### src/rtl/fixed_point_arith_unit_top_defines.svh
// Assertion macros for the fixed-point arithmetic unit.
// Included by the top level; depends on nothing else.
`ifndef FIXED_POINT_ARITH_UNIT_TOP_DEFINES_SVH
`define FIXED_POINT_ARITH_UNIT_TOP_DEFINES_SVH
// Implication checked on every clock edge outside reset.
`define FPA_ASSERT_IMPL(label, ante, cons) \
  label: assert property (@(posedge clk) disable iff (rst) (ante) |-> (cons)) \
    else $error("fpa check failed");
// Plain condition checked on every clock edge outside reset.
`define FPA_ASSERT_ALWAYS(label, cond) \
  label: assert property (@(posedge clk) disable iff (rst) (cond)) \
    else $error("fpa check failed");
`endif

### src/rtl/fpa_pkg.sv
// Shared types and constants for the fixed-point arithmetic unit.
// Used by every module in the rtl folder; depends on nothing.
package fpa_pkg;
  localparam int FRAC_BITS = 16;
  localparam int NUM_W = 64;

  typedef enum logic [2:0] {
    OP_MUL = 3'd0,
    OP_DIV = 3'd1,
    OP_MULDIV = 3'd2,
    OP_INV = 3'd3,
    OP_SQRT = 3'd4
  } op_t;

  typedef enum logic [1:0] {
    ST_OK = 2'd0,
    ST_DIV0 = 2'd1,
    ST_OVF = 2'd2
  } status_t;

  typedef struct packed {
    logic [2:0] op;
    logic qneg;
    logic dzero;
  } ctl_t;
endpackage

### src/rtl/fpa_prep.sv
// Front stages: magnitudes, the 64-bit product, and dividend selection.
// Depends on fpa_pkg.
module fpa_prep (
  input  logic clk,
  input  logic rst,
  input  logic in_valid,
  input  logic [2:0] op,
  input  logic signed [31:0] opnd_a,
  input  logic signed [31:0] opnd_b,
  input  logic signed [31:0] opnd_c,
  output logic out_valid,
  output fpa_pkg::ctl_t out_ctl,
  output logic [63:0] num,
  output logic [31:0] den,
  output logic [31:0] raw_a
);
  logic v1;
  logic [2:0] op1;
  logic an1, bn1, cn1;
  logic [31:0] am1, bm1, cm1, a1;
  logic [63:0] prod1;
  logic [31:0] am_c, bm_c, cm_c;
  logic [63:0] mul_r;
  logic [63:0] num_next;
  logic [31:0] den_next;
  logic neg_next;

  assign am_c = opnd_a[31] ? (~opnd_a + 32'd1) : opnd_a;
  assign bm_c = opnd_b[31] ? (~opnd_b + 32'd1) : opnd_b;
  assign cm_c = opnd_c[31] ? (~opnd_c + 32'd1) : opnd_c;

  always_ff @(posedge clk) begin
    if (rst) begin
      v1 <= 1'b0;
      out_valid <= 1'b0;
    end else begin
      v1 <= in_valid;
      out_valid <= v1;
    end
    op1 <= op;
    an1 <= opnd_a[31];
    bn1 <= opnd_b[31];
    cn1 <= opnd_c[31];
    am1 <= am_c;
    bm1 <= bm_c;
    cm1 <= cm_c;
    a1 <= opnd_a;
    prod1 <= 64'(am_c) * 64'(bm_c);
  end

  always_comb begin
    num_next = 64'd0;
    den_next = 32'd0;
    neg_next = 1'b0;
    mul_r = (an1 != bn1) ? (~prod1 + 64'd1) : prod1;
    case (op1)
      fpa_pkg::OP_MUL: begin
        num_next = (mul_r + (64'd1 << (fpa_pkg::FRAC_BITS - 1))) >> fpa_pkg::FRAC_BITS;
      end
      fpa_pkg::OP_DIV: begin
        num_next = 64'(am1) << fpa_pkg::FRAC_BITS;
        den_next = bm1;
        neg_next = an1 != bn1;
      end
      fpa_pkg::OP_MULDIV: begin
        num_next = prod1;
        den_next = cm1;
        neg_next = (an1 != bn1) != cn1;
      end
      fpa_pkg::OP_INV: begin
        num_next = 64'd1 << (2 * fpa_pkg::FRAC_BITS);
        den_next = am1;
        neg_next = an1;
      end
      fpa_pkg::OP_SQRT: begin
        num_next = 64'(a1) << fpa_pkg::FRAC_BITS;
      end
      default: begin
        num_next = 64'd0;
      end
    endcase
  end

  always_ff @(posedge clk) begin
    out_ctl.op <= op1;
    out_ctl.qneg <= neg_next;
    out_ctl.dzero <= (den_next == 32'd0);
    num <= num_next;
    den <= den_next;
    raw_a <= a1;
  end
endmodule

### config.mk
export PLATFORM = sky130hd
export DESIGN_NAME = fpa_prep
export DESIGN_NICKNAME = d
export VERILOG_FILES = /design/src/rtl/fixed_point_arith_unit_top_defines.svh /design/src/rtl/fpa_pkg.sv /design/src/rtl/fpa_prep.sv
export SDC_FILE = /design/constraint.sdc
export NUM_CORES = 2
export LEC_CHECK = 0
export ABC_AREA = 0
export BUFFER_PORTS_ARGS = -buffer_cell sky130_fd_sc_hd__buf_2
export CAP_MARGIN = 25
export CORE_MARGIN = 5
export CORE_UTILIZATION = 58
export CTS_BUF_LIST = sky130_fd_sc_hd__clkbuf_4 sky130_fd_sc_hd__clkbuf_8 sky130_fd_sc_hd__clkbuf_16
export DETAILED_ROUTE_END_ITERATION = 10
export PLACE_DENSITY = 0.81
export SLEW_MARGIN = 20
export SYNTH_ARGS = -nofsm -noshare
export SYNTH_HDL_FRONTEND = slang
export SYNTH_SLANG_ARGS = --single-unit
### constraint.sdc
create_clock -name clk -period 11.35 [get_ports clk]
set_clock_uncertainty 0.05 [all_clocks]
set_input_delay 2.27 -clock clk [delete_from_list [all_inputs] [get_ports clk]]
set_output_delay 2.27 -clock clk [all_outputs]
set_load 0.05 [all_outputs]
==> flow_metrics.env <==
export IMPL_path_class="primary input to flip-flop"
export IMPL_clk_path_buf_depth=3
export IMPL_max_stage_delay_ps=610
export IMPL_r2r_slack_ps=6460
export IMPL_grt_pass1_vias=40313
export IMPL_critPathRequiredTime_ps=11750
export IMPL_slowest_stage="or4_4"
export IMPL_tightest_slew_ps=970.5
export IMPL_fp_dieW_um=288.0
export IMPL_async_flop_share_pct=0
export IMPL_most_common_layout_cells="916 x inv_1, 873 x fa_1, 679 x nor2_1"
export IMPL_dieArea_um2=82920
export IMPL_post_drt_wl_per_cell_um=24.89
export IMPL_critPathCaptureType="flip-flop"
export IMPL_postSynthAreaPerCell_um2=8.974
export IMPL_clock_sinks=331
export IMPL_rsz0062_at_grt="true"
export IMPL_timing_critical_path_mode_cell="fa_1"
export IMPL_final_common_cell="inv_1"
export IMPL_ant_nets=0
export IMPL_drcViolationCount=0
export IMPL_layout_cells_non_filler=6614
export IMPL_drv_slew=0
export IMPL_cts_root_buffer="clkbuf_16"
export IMPL_fmax_mhz=86.42
export IMPL_hold_class="flip-flop to flip-flop"
export IMPL_seq_area_frac_synth_pct=14.79
export IMPL_cts_buffers=31
export IMPL_clk_pin_slew_ps=60
export IMPL_maxCapViolCount=0
export IMPL_syn_num_nets=6259
export IMPL_cts_tree="yes"
export IMPL_gp_congestion=1.064
export IMPL_tns_ps=-570.1
export IMPL_hold_viol=0
export IMPL_placed_cells=6518
export IMPL_synth_edf_count=0
export IMPL_cp_start_kind="primary input"
export IMPL_grt_pass1_wl_um=245700
export IMPL_grt_max_degree=64
export IMPL_num_vias=38953
export IMPL_path_max_fanout=6
export IMPL_rows=102
export IMPL_layout_setup_ws_ps=-221.7
export IMPL_numPortBuffers=235
export IMPL_grt_usage_pct=39.55
export IMPL_clock_latency_ps=610
export IMPL_vias_per_cell=5.889
export IMPL_status="finished, violations left"
export IMPL_core_um2=77080
export IMPL_antenna_found_initial=6
export IMPL_wl_um=164600
export IMPL_layout_drive_gt1_share_pct=19.38
export IMPL_ys_types=84
export IMPL_violations="negative setup slack"
export IMPL_yosysWarnings=0
export IMPL_syn_inst=4994
export IMPL_area_growth_pct=18.76
export IMPL_syn_area_um2=44810
export IMPL_dr_first_iter_drc_count=4476
export IMPL_min_period_ps=11570
export IMPL_slew_headroom_pct=35.16
export IMPL_die_y_um=288.0
export IMPL_crit_arrival_ps=11970
export IMPL_io_pins=236
export IMPL_period_share_pct=102.0
export IMPL_htreeDepth=1
export IMPL_cts_hold_buf=0
export IMPL_drtPass1Iterations=9
export IMPL_grt_remaining_overflow=0
export IMPL_ys_flop_type="dfxtp_1"
export IMPL_setup_viol=5
export IMPL_final_nets=6808
export IMPL_hpwl_um=137000
export IMPL_ys_ff_latch=331
export IMPL_start_util_pct=58.14
## synth_stat cells, types with 7 or more instances
master      n  area (um2)
inv_1     926        3476
o31a_1     10       87.58
nor2_1    688        2582
buf_2      12       60.06
and3_1      7       43.79
nor4_1     26       162.7
buf_1      13       48.80
a41oi_1     8       70.07
a22oi_1    63       473.0
or4_1      20       150.1
o211ai_1   10       75.07
nand3_1    30       150.1
nand3b_1    7       52.55
or3_1      27       168.9
nand2_1   568        2132
clkbuf_1  225       844.6
o21a_1     12       90.09
inv_2      11       41.29
o41ai_1    15       131.4
nand4_1    28       175.2
nor2b_1    16       100.1
and2_1     25       156.4
a31oi_1    16       100.1
o31ai_1    34       255.2
dfxtp_1   331        6626
fa_1      896       17940
xnor2_1   136        1191
or2_2      11       68.82
mux2_2     31       349.1
a21oi_1    89       445.4
o221ai_1   25       219.0
ha_1      267        3341
o21bai_1    8       60.06
xor2_1     92       805.8
clkinv_1   22       82.58
a21o_1     43       322.8
nor3_1     43       215.2
o21ai_0   101       505.5
nand2b_1   12       75.07
## area by class of cell
| class | instances | area (um2) |
|---|---|---|
| Multi-Input combinational cell | 3450 | 34730 |
| Fill cell | 6022 | 23860 |
| Sequential cell | 331 | 6629 |
| Timing Repair Buffer | 770 | 5787 |
| Inverter | 959 | 3605 |
| Tap cell | 1040 | 1301 |
| Clock buffer | 40 | 887.1 |
| Clock inverter | 18 | 274.0 |
| Antenna cell | 6 | 15.01 |
## metal layers
metal / wire length [um] / vias up / track usage (%)
li1: - / 16359 / -
met1: 60020 / 19262 / 52.16
met3: 20280 / 639 / 9.707
met4: 11470 / 4 / 20.33
met5: 23 / - / 0
met2: 72810 / 2689 / 61.11
## registers in the layout, indices dropped and copies added (netlist names)
register and count:
num 64, prod1 64, a1 32, bm1 32, cm1 32, den 32, raw_a 32, am1 31
out_ctl 5, op1 3, bn1 1, cn1 1, out_valid 1, v1 1
## cells by family (layout without fill, tap and decap cells)
group | after synthesis | count (layout) | share of synthesized area [%]
buffers and inverters | 1213 | 1787 | 10.24
AOI/OAI and AO/OA | 486 | 486 | 7.452
other | 0 | 6 | 0
DFF | 331 | 331 | 14.79
and+or+nand+nor | 1535 | 1535 | 14.56
xor gates and xnor gates | 234 | 234 | 4.674
adders and majority gates | 1163 | 1163 | 47.48
muxes | 32 | 32 | 0.8013
## per-stage QoR
stage          cell area, um2  hold WS (ps)  utilization (%)  worst slack, ps
3_5_place_dp            50970         287.2            66.12            -1298
2_1_floorplan           45010         279.0                -           -138.2
3_3_place_gp            50960         283.7            66.11            -1130
6_report                53220         303.5            69.05           -221.7
4_1_cts                 52590         301.4            68.22           -11.33
5_1_grt                 53210         302.9            69.03           -513.5
## path summary, 6_finish.rpt
check | from | to | depth (start not counted)
min reg2reg | a1[7] | raw_a[7] | 0
max reg2reg | prod1[23] | num[46] | 10
max | opnd_a[10] | prod1[61] | 32
min | a1[7] | raw_a[7] | 0
## repair_timing
action	in CTS	in global routing
buffers inserted	10	22
pin swaps	39	74
endpoints found under the setup margin	17	20
gates resized for setup	74	101
## worst max-delay path, delay by kind of cell
kind | cells | cell delay, ps
adders and majority gates | 9 | 4320
and+or+nand+nor | 8 | 3160
AOI/OAI and AO/OA | 8 | 1320
buffers and inverters | 5 | 520
xor gates and xnor gates | 2 | 390
Power is left out: the tool's default activity adds up to more than one toggle a clock period on the data nets, which glitch-free logic cannot reach.
